--- src/hdl/ulenc_pkg.sv ---
`timescale 1ns / 1ps
package ulenc_pkg;

  localparam int CNT_W = 6;

  localparam logic [6:0] CH_NL    = 7'd10;
  localparam logic [6:0] CH_SPACE = 7'd32;
  localparam logic [6:0] CH_BQ    = 7'd96;

  typedef struct packed {
    logic             do_line;
    logic             bank;
    logic [CNT_W-1:0] count;
    logic             trailer;
  } ulenc_cmd_t;

  typedef enum logic [2:0] {
    BK_IDLE,
    BK_LEN,
    BK_FETCH,
    BK_EMIT,
    BK_NL,
    BK_TQ,
    BK_TNL
  } bk_state_e;

  function automatic logic [6:0] enc6(input logic [5:0] v);
    logic [6:0] r;
    if (v == 6'd0) begin
      r = CH_BQ;
    end else begin
      r = {1'b0, v} + CH_SPACE;
    end
    return r;
  endfunction

endpackage

--- src/hdl/ulenc_in_if.sv ---
`timescale 1ns / 1ps
interface ulenc_in_if;
  logic       valid;
  logic       ready;
  logic [7:0] data_byte;
  logic       carries_byte;
  logic       end_of_message;

  modport source (output valid, data_byte, carries_byte, end_of_message, input ready);
  modport sink   (input valid, data_byte, carries_byte, end_of_message, output ready);
endinterface

--- src/hdl/ulenc_out_if.sv ---
`timescale 1ns / 1ps
interface ulenc_out_if;
  logic       valid;
  logic       ready;
  logic [6:0] out_char;
  logic       last_of_run;
  logic       message_done;

  modport source (output valid, out_char, last_of_run, message_done, input ready);
  modport sink   (input valid, out_char, last_of_run, message_done, output ready);
endinterface

--- src/hdl/ulenc_ram.sv ---
`timescale 1ns / 1ps
module ulenc_ram #(
  parameter int WIDTH = 8,
  parameter int DEPTH = 90
) (
  input  logic                     clk_i,
  input  logic                     we_i,
  input  logic [$clog2(DEPTH)-1:0] waddr_i,
  input  logic [WIDTH-1:0]         wdata_i,
  input  logic                     re_i,
  input  logic [$clog2(DEPTH)-1:0] raddr_i,
  output logic [WIDTH-1:0]         rdata_o
);

  logic [WIDTH-1:0] mem_q [DEPTH];

  always_ff @(posedge clk_i) begin
    if (we_i) begin
      mem_q[waddr_i] <= wdata_i;
    end
    if (re_i) begin
      rdata_o <= mem_q[raddr_i];
    end
  end

endmodule

--- src/hdl/ulenc_front.sv ---
`timescale 1ns / 1ps
module ulenc_front #(
  parameter int LINE_BYTES = 45
) (
  input  logic                                clk_i,
  input  logic                                rst_ni,
  ulenc_in_if.sink                            in_i,
  input  logic                                q_full_i,
  input  logic                                line_done_i,
  output logic                                push_o,
  output ulenc_pkg::ulenc_cmd_t               cmd_o,
  output logic                                we_o,
  output logic [$clog2(2*LINE_BYTES)-1:0]     waddr_o,
  output logic [7:0]                          wdata_o
);
  import ulenc_pkg::*;

  localparam int AW = $clog2(2*LINE_BYTES);
  localparam logic [AW-1:0] BankOfs = AW'(LINE_BYTES);

  logic [CNT_W-1:0] fill_q, fill_d, fill_n;
  logic             bank_q, bank_d;
  logic [1:0]       lines_q, lines_d;
  logic             acc, full, do_line;

  // two line banks: hold off while both are waiting on the back end
  assign in_i.ready = !q_full_i && (lines_q != 2'd2);
  assign acc        = in_i.valid && in_i.ready;

  assign fill_n  = in_i.carries_byte ? fill_q + 1'b1 : fill_q;
  assign full    = in_i.carries_byte && (fill_n == CNT_W'(LINE_BYTES));
  assign do_line = full || (in_i.end_of_message && (fill_n != '0));

  assign push_o        = acc && (do_line || in_i.end_of_message);
  assign cmd_o.do_line = do_line;
  assign cmd_o.bank    = bank_q;
  assign cmd_o.count   = fill_n;
  assign cmd_o.trailer = in_i.end_of_message;

  assign we_o    = acc && in_i.carries_byte;
  assign waddr_o = AW'(fill_q) + (bank_q ? BankOfs : '0);
  assign wdata_o = in_i.data_byte;

  always_comb begin
    fill_d = fill_q;
    bank_d = bank_q;
    if (acc) begin
      if (do_line) begin
        fill_d = '0;
        bank_d = !bank_q;
      end else begin
        fill_d = fill_n;
      end
    end
    lines_d = lines_q + {1'b0, acc && do_line} - {1'b0, line_done_i};
  end

  always_ff @(posedge clk_i or negedge rst_ni) begin
    if (!rst_ni) begin
      fill_q  <= '0;
      bank_q  <= 1'b0;
      lines_q <= '0;
    end else begin
      fill_q  <= fill_d;
      bank_q  <= bank_d;
      lines_q <= lines_d;
    end
  end

endmodule

--- src/hdl/ulenc_queue.sv ---
`timescale 1ns / 1ps
module ulenc_queue (
  input  logic                  clk_i,
  input  logic                  rst_ni,
  input  logic                  push_i,
  input  ulenc_pkg::ulenc_cmd_t push_data_i,
  output logic                  full_o,
  input  logic                  pop_i,
  output logic                  valid_o,
  output ulenc_pkg::ulenc_cmd_t data_o
);
  import ulenc_pkg::*;

  localparam int Depth = 2;

  ulenc_cmd_t                 slot_q [Depth];
  logic [$clog2(Depth)-1:0]   wr_q, rd_q;
  logic [$clog2(Depth+1)-1:0] cnt_q;
  logic                       do_push, do_pop;

  assign full_o  = (cnt_q == ($clog2(Depth+1))'(Depth));
  assign valid_o = (cnt_q != '0);
  assign data_o  = slot_q[rd_q];
  assign do_push = push_i && !full_o;
  assign do_pop  = pop_i && valid_o;

  always_ff @(posedge clk_i or negedge rst_ni) begin
    if (!rst_ni) begin
      wr_q  <= '0;
      rd_q  <= '0;
      cnt_q <= '0;
    end else begin
      if (do_push) begin
        wr_q <= wr_q + 1'b1;
      end
      if (do_pop) begin
        rd_q <= rd_q + 1'b1;
      end
      cnt_q <= cnt_q + {1'b0, do_push} - {1'b0, do_pop};
    end
  end

  always_ff @(posedge clk_i) begin
    if (do_push) begin
      slot_q[wr_q] <= push_data_i;
    end
  end

endmodule

--- src/hdl/ulenc_back.sv ---
`timescale 1ns / 1ps
module ulenc_back #(
  parameter int LINE_BYTES = 45
) (
  input  logic                            clk_i,
  input  logic                            rst_ni,
  input  logic                            q_valid_i,
  input  ulenc_pkg::ulenc_cmd_t           q_data_i,
  output logic                            q_pop_o,
  output logic                            line_done_o,
  output logic                            re_o,
  output logic [$clog2(2*LINE_BYTES)-1:0] raddr_o,
  input  logic [7:0]                      rdata_i,
  ulenc_out_if.source                     out_o
);
  import ulenc_pkg::*;

  localparam int AW = $clog2(2*LINE_BYTES);
  localparam logic [AW-1:0] BankOfs = AW'(LINE_BYTES);

  bk_state_e        state_q, state_d;
  ulenc_cmd_t       ent_q, ent_d;
  logic [CNT_W-1:0] grp_q, grp_d, idx;
  logic [1:0]       k_q, k_d;
  logic             rd_ok_q;
  logic [7:0]       b0_q, b1_q, b2_q, rbyte;
  logic             slot_free, emit, ch_last, ch_done;
  logic [6:0]       ch;
  logic             out_valid_q;
  logic [6:0]       out_char_q;
  logic             out_last_q, out_done_q;

  assign slot_free = !out_valid_q || out_o.ready;
  assign idx       = grp_q + CNT_W'(k_q);
  assign rbyte     = rd_ok_q ? rdata_i : 8'd0;
  assign raddr_o   = AW'(idx) + (ent_q.bank ? BankOfs : '0);

  always_comb begin
    state_d     = state_q;
    ent_d       = ent_q;
    grp_d       = grp_q;
    k_d         = k_q;
    q_pop_o     = 1'b0;
    line_done_o = 1'b0;
    re_o        = 1'b0;
    emit        = 1'b0;
    ch          = CH_NL;
    ch_last     = 1'b0;
    ch_done     = 1'b0;
    unique case (state_q)
      BK_IDLE: begin
        if (q_valid_i) begin
          q_pop_o = 1'b1;
          ent_d   = q_data_i;
          grp_d   = '0;
          state_d = q_data_i.do_line ? BK_LEN : BK_TQ;
        end
      end
      BK_LEN: begin
        ch = enc6(ent_q.count);
        if (slot_free) begin
          emit    = 1'b1;
          k_d     = '0;
          state_d = BK_FETCH;
        end
      end
      BK_FETCH: begin
        re_o = (k_q != 2'd3) && (idx < ent_q.count);
        k_d  = k_q + 1'b1;
        if (k_q == 2'd3) begin
          state_d = BK_EMIT;
        end
      end
      BK_EMIT: begin
        unique case (k_q)
          2'd0: ch = enc6(b0_q[7:2]);
          2'd1: ch = enc6({b0_q[1:0], b1_q[7:4]});
          2'd2: ch = enc6({b1_q[3:0], b2_q[7:6]});
          default: ch = enc6(b2_q[5:0]);
        endcase
        if (slot_free) begin
          emit = 1'b1;
          k_d  = k_q + 1'b1;
          if (k_q == 2'd3) begin
            grp_d   = grp_q + CNT_W'(3);
            state_d = (grp_q + CNT_W'(3) < ent_q.count) ? BK_FETCH : BK_NL;
          end
        end
      end
      BK_NL: begin
        ch      = CH_NL;
        ch_last = !ent_q.trailer;
        if (slot_free) begin
          emit        = 1'b1;
          line_done_o = 1'b1;
          state_d     = ent_q.trailer ? BK_TQ : BK_IDLE;
        end
      end
      BK_TQ: begin
        ch = CH_BQ;
        if (slot_free) begin
          emit    = 1'b1;
          state_d = BK_TNL;
        end
      end
      BK_TNL: begin
        ch      = CH_NL;
        ch_last = 1'b1;
        ch_done = 1'b1;
        if (slot_free) begin
          emit    = 1'b1;
          state_d = BK_IDLE;
        end
      end
      default: begin
        state_d = BK_IDLE;
      end
    endcase
  end

  always_ff @(posedge clk_i or negedge rst_ni) begin
    if (!rst_ni) begin
      state_q     <= BK_IDLE;
      grp_q       <= '0;
      k_q         <= '0;
      rd_ok_q     <= 1'b0;
      out_valid_q <= 1'b0;
    end else begin
      state_q <= state_d;
      grp_q   <= grp_d;
      k_q     <= k_d;
      rd_ok_q <= re_o;
      if (emit) begin
        out_valid_q <= 1'b1;
      end else if (out_o.ready) begin
        out_valid_q <= 1'b0;
      end
    end
  end

  always_ff @(posedge clk_i) begin
    ent_q <= ent_d;
    if (state_q == BK_FETCH) begin
      unique case (k_q)
        2'd1: b0_q <= rbyte;
        2'd2: b1_q <= rbyte;
        2'd3: b2_q <= rbyte;
        default: ;
      endcase
    end
    if (emit) begin
      out_char_q <= ch;
      out_last_q <= ch_last;
      out_done_q <= ch_done;
    end
  end

  assign out_o.valid        = out_valid_q;
  assign out_o.out_char     = out_char_q;
  assign out_o.last_of_run  = out_last_q;
  assign out_o.message_done = out_done_q;

endmodule

--- src/hdl/uuencode_line_encoder_unit.sv ---
// The first character of a transaction passes the command queue, the back end's idle and length
// states and the output register before it is valid, when the back end is idle and the output register is free.
// Each line sends a length character, then for each 3-byte group fetches 3 RAM bytes and emits
// 4 characters, and ends with a newline; fetch and emit do not overlap.
// Two line banks and a 2-entry command queue let intake run ahead of the back end.
// Reset (rst_ni, async, active low) clears all control state; line RAM is not cleared.
`timescale 1ns / 1ps
module uuencode_line_encoder_unit #(
  parameter int LINE_BYTES = 45
) (
  input  logic        clk_i,
  input  logic        rst_ni,
  ulenc_in_if.sink    in_i,
  ulenc_out_if.source out_o
);
  import ulenc_pkg::*;

  localparam int AW = $clog2(2*LINE_BYTES);

  ulenc_cmd_t    push_cmd, q_cmd;
  logic          push, q_full, q_valid, q_pop, line_done;
  logic          we, re;
  logic [AW-1:0] waddr, raddr;
  logic [7:0]    wdata, rdata;

  ulenc_front #(.LINE_BYTES(LINE_BYTES)) u_front (
    .clk_i       (clk_i),
    .rst_ni      (rst_ni),
    .in_i        (in_i),
    .q_full_i    (q_full),
    .line_done_i (line_done),
    .push_o      (push),
    .cmd_o       (push_cmd),
    .we_o        (we),
    .waddr_o     (waddr),
    .wdata_o     (wdata)
  );

  ulenc_queue u_queue (
    .clk_i       (clk_i),
    .rst_ni      (rst_ni),
    .push_i      (push),
    .push_data_i (push_cmd),
    .full_o      (q_full),
    .pop_i       (q_pop),
    .valid_o     (q_valid),
    .data_o      (q_cmd)
  );

  ulenc_ram #(.WIDTH(8), .DEPTH(2*LINE_BYTES)) u_ram (
    .clk_i   (clk_i),
    .we_i    (we),
    .waddr_i (waddr),
    .wdata_i (wdata),
    .re_i    (re),
    .raddr_i (raddr),
    .rdata_o (rdata)
  );

  ulenc_back #(.LINE_BYTES(LINE_BYTES)) u_back (
    .clk_i       (clk_i),
    .rst_ni      (rst_ni),
    .q_valid_i   (q_valid),
    .q_data_i    (q_cmd),
    .q_pop_o     (q_pop),
    .line_done_o (line_done),
    .re_o        (re),
    .raddr_o     (raddr),
    .rdata_i     (rdata),
    .out_o       (out_o)
  );

endmodule

--- src/flat_wrapper.sv ---
// flat-port wrapper written by rule: the top's interface ports become plain ports
module uuencode_line_encoder_unit_flat import ulenc_pkg::*;
#(
  parameter int LINE_BYTES = 45
)
  (clk_i, rst_ni, in_i_valid, in_i_data_byte, in_i_carries_byte, in_i_end_of_message, in_i_ready, out_o_valid, out_o_out_char, out_o_last_of_run, out_o_message_done, out_o_ready);
  ulenc_in_if in_i_i ();
  ulenc_out_if out_o_i ();
  input  logic clk_i;
  input  logic rst_ni;
  input wire logic [$bits(in_i_i.valid)-1:0] in_i_valid;
  input wire logic [$bits(in_i_i.data_byte)-1:0] in_i_data_byte;
  input wire logic [$bits(in_i_i.carries_byte)-1:0] in_i_carries_byte;
  input wire logic [$bits(in_i_i.end_of_message)-1:0] in_i_end_of_message;
  output wire logic [$bits(in_i_i.ready)-1:0] in_i_ready;
  output wire logic [$bits(out_o_i.valid)-1:0] out_o_valid;
  output wire logic [$bits(out_o_i.out_char)-1:0] out_o_out_char;
  output wire logic [$bits(out_o_i.last_of_run)-1:0] out_o_last_of_run;
  output wire logic [$bits(out_o_i.message_done)-1:0] out_o_message_done;
  input wire logic [$bits(out_o_i.ready)-1:0] out_o_ready;
  assign in_i_i.valid = in_i_valid;
  assign in_i_i.data_byte = in_i_data_byte;
  assign in_i_i.carries_byte = in_i_carries_byte;
  assign in_i_i.end_of_message = in_i_end_of_message;
  assign in_i_ready = in_i_i.ready;
  assign out_o_valid = out_o_i.valid;
  assign out_o_out_char = out_o_i.out_char;
  assign out_o_last_of_run = out_o_i.last_of_run;
  assign out_o_message_done = out_o_i.message_done;
  assign out_o_i.ready = out_o_ready;
  uuencode_line_encoder_unit #(.LINE_BYTES(LINE_BYTES)) u_core (.clk_i(clk_i), .rst_ni(rst_ni), .in_i(in_i_i), .out_o(out_o_i));
endmodule
--- config.mk ---
export PLATFORM = sky130hd
export DESIGN_NAME = uuencode_line_encoder_unit_flat
export DESIGN_NICKNAME = d
export VERILOG_FILES = /design/src/hdl/ulenc_pkg.sv /design/src/hdl/ulenc_in_if.sv /design/src/hdl/ulenc_out_if.sv /design/src/hdl/ulenc_ram.sv /design/src/hdl/ulenc_front.sv /design/src/hdl/ulenc_queue.sv /design/src/hdl/ulenc_back.sv /design/src/hdl/uuencode_line_encoder_unit.sv /design/src/flat_wrapper.sv
export SDC_FILE = /design/constraint.sdc
export NUM_CORES = 1
export LEC_CHECK = 0
export ABC_CLOCK_PERIOD_IN_PS = 3800
export BUFFER_PORTS_ARGS = -buffer_cell sky130_fd_sc_hd__buf_2
export CORE_ASPECT_RATIO = 1.2
export CORE_UTILIZATION = 49
export CTS_CLUSTER_DIAMETER = 120
export DETAILED_ROUTE_END_ITERATION = 8
export PLACE_DENSITY = 0.72
export SYNTH_ARGS = -nofsm -noshare
export SYNTH_HDL_FRONTEND = slang
export SYNTH_HIERARCHICAL = 1
export SYNTH_SLANG_ARGS = --single-unit
--- constraint.sdc ---
create_clock -name clk_i -period 3.8 [get_ports clk_i]
set_input_delay 0.95 -clock clk_i [delete_from_list [all_inputs] [get_ports clk_i]]
set_output_delay 0.95 -clock clk_i [all_outputs]
set_load 0.1 [all_outputs]
==> reports/metrics.yaml <==
setup_path:
  cp_max_fo: 16
  crit_arrival_ns: 4.15
  critPathBufInv: 3
  cp_slowest_cell: "or3b_4"
  r2r-end: "u_core/u_ram/rdata_o[4]"
  crit_type: "reg2reg"
  r2r-start: "u_core/u_back/grp_q[0]"
  required_ns: 4.26
  critical_path.top_delay_family: "adder cells"
  crit_chain: "ha_1 > inv_1 > fa_2 > xnor2_2 > ha_1 > buf_4 > xor2_4 > buf_4 > or3b_4 > o22ai_1 > a2111oi_4 > a211o_1 > a32oi_1"
  crit_cells: 13
  timing.critical_path.from: "u_core/u_back/grp_q[0]"
  rr_worst_depth: 13
  max_stage_delay_ns: 0.50
  crit_path_start_kind: "register"
  critPathCapture: "u_core/u_ram/rdata_o[4]"
  cp-end-kind: "register"
  r2r_slack_ns: 0.11
synth:
  async_flop_share: 0.03198
  synth_nets: 1803
  netlist_instances: 1756
  ys_seq_area_frac: 0.7281
  synthTopCellsByArea: "edfxtp_1 (71%), mux4_2 (7.4%), mux4_1 (3.5%), mux2i_1 (2.6%), dfrtp_1 (2.0%)"
  syn_avg_cell_area_sq_um: 18.99
  synth-warning-count: 6
  synth_area_leader_cell: "edfxtp_1"
  netlist_area_sq_um: 33350
  ys_ff_latch: 813
  synth.distinct_cells: 82
  synth_edf_count: 787
  netlist.area_leader.share: 0.7086
  ys.flop_type: "edfxtp_1"
power_and_ir_drop:
  clockPowerShare: 0.217
  p_per_area_nw_per_um2: 938.7
  p_switching_mw: 13.32
  switching_share: 0.3736
  p_int_mw: 22.34
  vdd_drop_max_v: 0.0007744
  p_comb_frac: 0.484
  cellLeakagePower_nw: 12.79
  p_seq_frac: 0.299
  power_mw: 35.67
detailed_routing:
  vias_per_cell: 5.994
  wl_per_cell_um: 25.80
  route.detailed.drc: 0
  drtIter0Drc: 1880
  ant_nets: 0
  drt_wl_total_mm: 74.54
  drt_pass1_iterations: 5
  via_count: 17317
clocking:
  clkSinkCount: 813
  tritoncts: "built"
  path_clk_slew_ns: 0.06
  h-tree-depth: 3
  clk_path_buf_depth: 3
  numCtsBuffers: 80
  cts_root_buf: "clkbuf_16"
  clk_latency_ns: 0.64
  postCtsHoldBufs: 0
layout:
  final_area_sq_um: 37990
  register_area_sq_um: 24280
  fillerInstances: 4979
  final_util: 0.5659
  final_cells: 2889
  most-common-layout-cells: "edfxtp_1 (787), buf_4 (142), nor2_1 (113), mux4_2 (109), mux2i_1 (85)"
  fin_nets: 1970
  final_common_cell: "edfxtp_1"
  multiInputGateArea_sq_um: 8377
  area_growth_pct: 13.93
  final_layout_size_suffix_gt1_frac: 0.2280
sta:
  tightest_slew_ns: 1.125
  maxSlewViolCount: 0
  rsz0062_at_grt: "false"
  fin_crit_ns: 3.695
  period_share: 0.9722
  fmax_mhz: 270.7
  max-slew-margin-rel: 0.2501
  hold_violations: 0
  fin_ws_ns: 0.1055
  fin_hold_ws_ns: 0.3245
  skew_ns: 0.01969
  setup_viol: 0
  setup-tns-final_ns: 0
global_route:
  grt_overflow: 0
  antenna_found_initial: 0
  grt_use_total: 0.2214
  grt_max_degree: 91
  grt_pass1_wl_mm: 111.7
  grt_pass1_vias: 17490
status:
  status: "finished clean"
die:
  io_pins: 25
  start_util: 0.4967
  die_h_um: 287.8
  die_x_um: 240.2
  rows: 104
  die_area_sq_um: 69110
  core_sq_um: 67140
placed_design:
  io_buffers: 24
  post-dp-hpwl_mm: 48.26
  place_congestion: 0.9043
  postPlaceCellArea_sq_um: 35370
  pre_cts_ws_ns: 0.02107
  dp_cells: 2740
flow_run:
  cap_violations: 0
min_path:
  hold_path.class: "in2async"
==> metal layers <==
layer,track usage,wire (um),up-vias
met2,0.3705,37590,733
met4,0.08997,2867,0
met1,0.2898,28970,8956
li1,-,-,7484
met5,0,0,-
met3,0.03529,5112,144
==> worst min path at each step <==
stage / endpoint / slack [ns] / from / depth (start not counted)
after CTS: u_core/u_back/grp_q[4] / 0.32 / rst_ni / 1
after global routing: u_core/u_back/grp_q[2] / 0.36 / rst_ni / 1
after detailed placement: u_core/u_queue/wr_q / 0.48 / u_core/u_queue/wr_q / 1
final: u_core/u_queue/cnt_q[1] / 0.32 / rst_ni / 1
after global placement: u_core/u_queue/wr_q / 0.48 / u_core/u_queue/wr_q / 1
after floorplan: u_core/u_queue/wr_q / 0.46 / u_core/u_queue/wr_q / 1
==> Yosys cell counts, drive strengths merged, types with 13 or more instances <==
cell type	count
a211oi	22
a21oi	32
a22oi	15
buf	63
clkbuf	35
dfrtp	26
edfxtp	787
ha	32
inv	28
mux2	19
mux2i	85
mux4	153
nand2	65
nand3	16
nor2	114
nor2b	26
o211ai	20
o21ai	35
o22ai	13
xnor2	18
==> registers in the layout (all words and copies together) (netlist names) <==
signal / cells
u_core/u_ram/mem_q: 720
u_core/u_queue/slot_q: 18
u_core/u_back/b0_q: 8
u_core/u_back/b1_q: 8
u_core/u_back/b2_q: 8
u_core/u_back/ent_q: 8
u_core/u_ram/rdata_o: 8
u_core/u_back/out_o.out_char: 7
u_core/u_back/grp_q: 6
u_core/u_front/fill_q: 6
u_core/u_back/state_q: 3
u_core/u_back/k_q: 2
u_core/u_front/lines_q: 2
u_core/u_queue/cnt_q: 2
u_core/u_back/out_o.last_of_run: 1
u_core/u_back/out_o.message_done: 1
u_core/u_back/out_o.valid: 1
u_core/u_back/rd_ok_q: 1
u_core/u_front/bank_q: 1
u_core/u_queue/rd_q: 1
u_core/u_queue/wr_q: 1
==> cells by family (layout without fill, tap and decap cells) <==
logic type / Yosys count / count (layout) / share of synthesized area
buffers and inverters: 128 / 359 / 0.02435
AO/OA/AOI/OAI: 210 / 210 / 0.04521
other: 0 / 1 / 0
adder cells (fa/ha/maj): 33 / 33 / 0.01261
AND/OR/NAND/NOR: 287 / 287 / 0.04191
XOR/XNOR: 28 / 28 / 0.007579
multiplexers: 257 / 257 / 0.1402
flip-flops: 813 / 813 / 0.7281
==> power by group through the flow <==
| stage | logic (mW) | clock network, mW | registers, mW |
|---|---|---|---|
| 2_1_floorplan | 11.3 | 0 | 11.1 |
| 3_3_place_gp | 16.9 | 0 | 10.8 |
| 3_5_place_dp | 17.1 | 0 | 10.8 |
| 4_1_cts | 17.2 | 7.86 | 10.7 |
| 5_1_grt | 18.1 | 8.18 | 10.7 |
| 6_report | 17.3 | 7.72 | 10.7 |
==> cell type report <==
| type | instances | area share |
|---|---|---|
| sequential | 813 | 0.6391 |
| multi-input combinational | 815 | 0.2205 |
| clock buffer | 103 | 0.05608 |
| timing repair buffer | 184 | 0.04047 |
| tap | 901 | 0.02967 |
| clock inverter | 43 | 0.01123 |
| inverter | 29 | 0.002865 |
| antenna | 1 | 0.00006586 |
==> timing repair <==
action                                  4_1_cts  5_1_grt
buffers inserted                              0        2
gates resized for setup                       1        9
cloned                                        0        0
pin swaps                                     0        0
endpoints found under the setup margin        1        8
(Power assumes the default switching activity.)
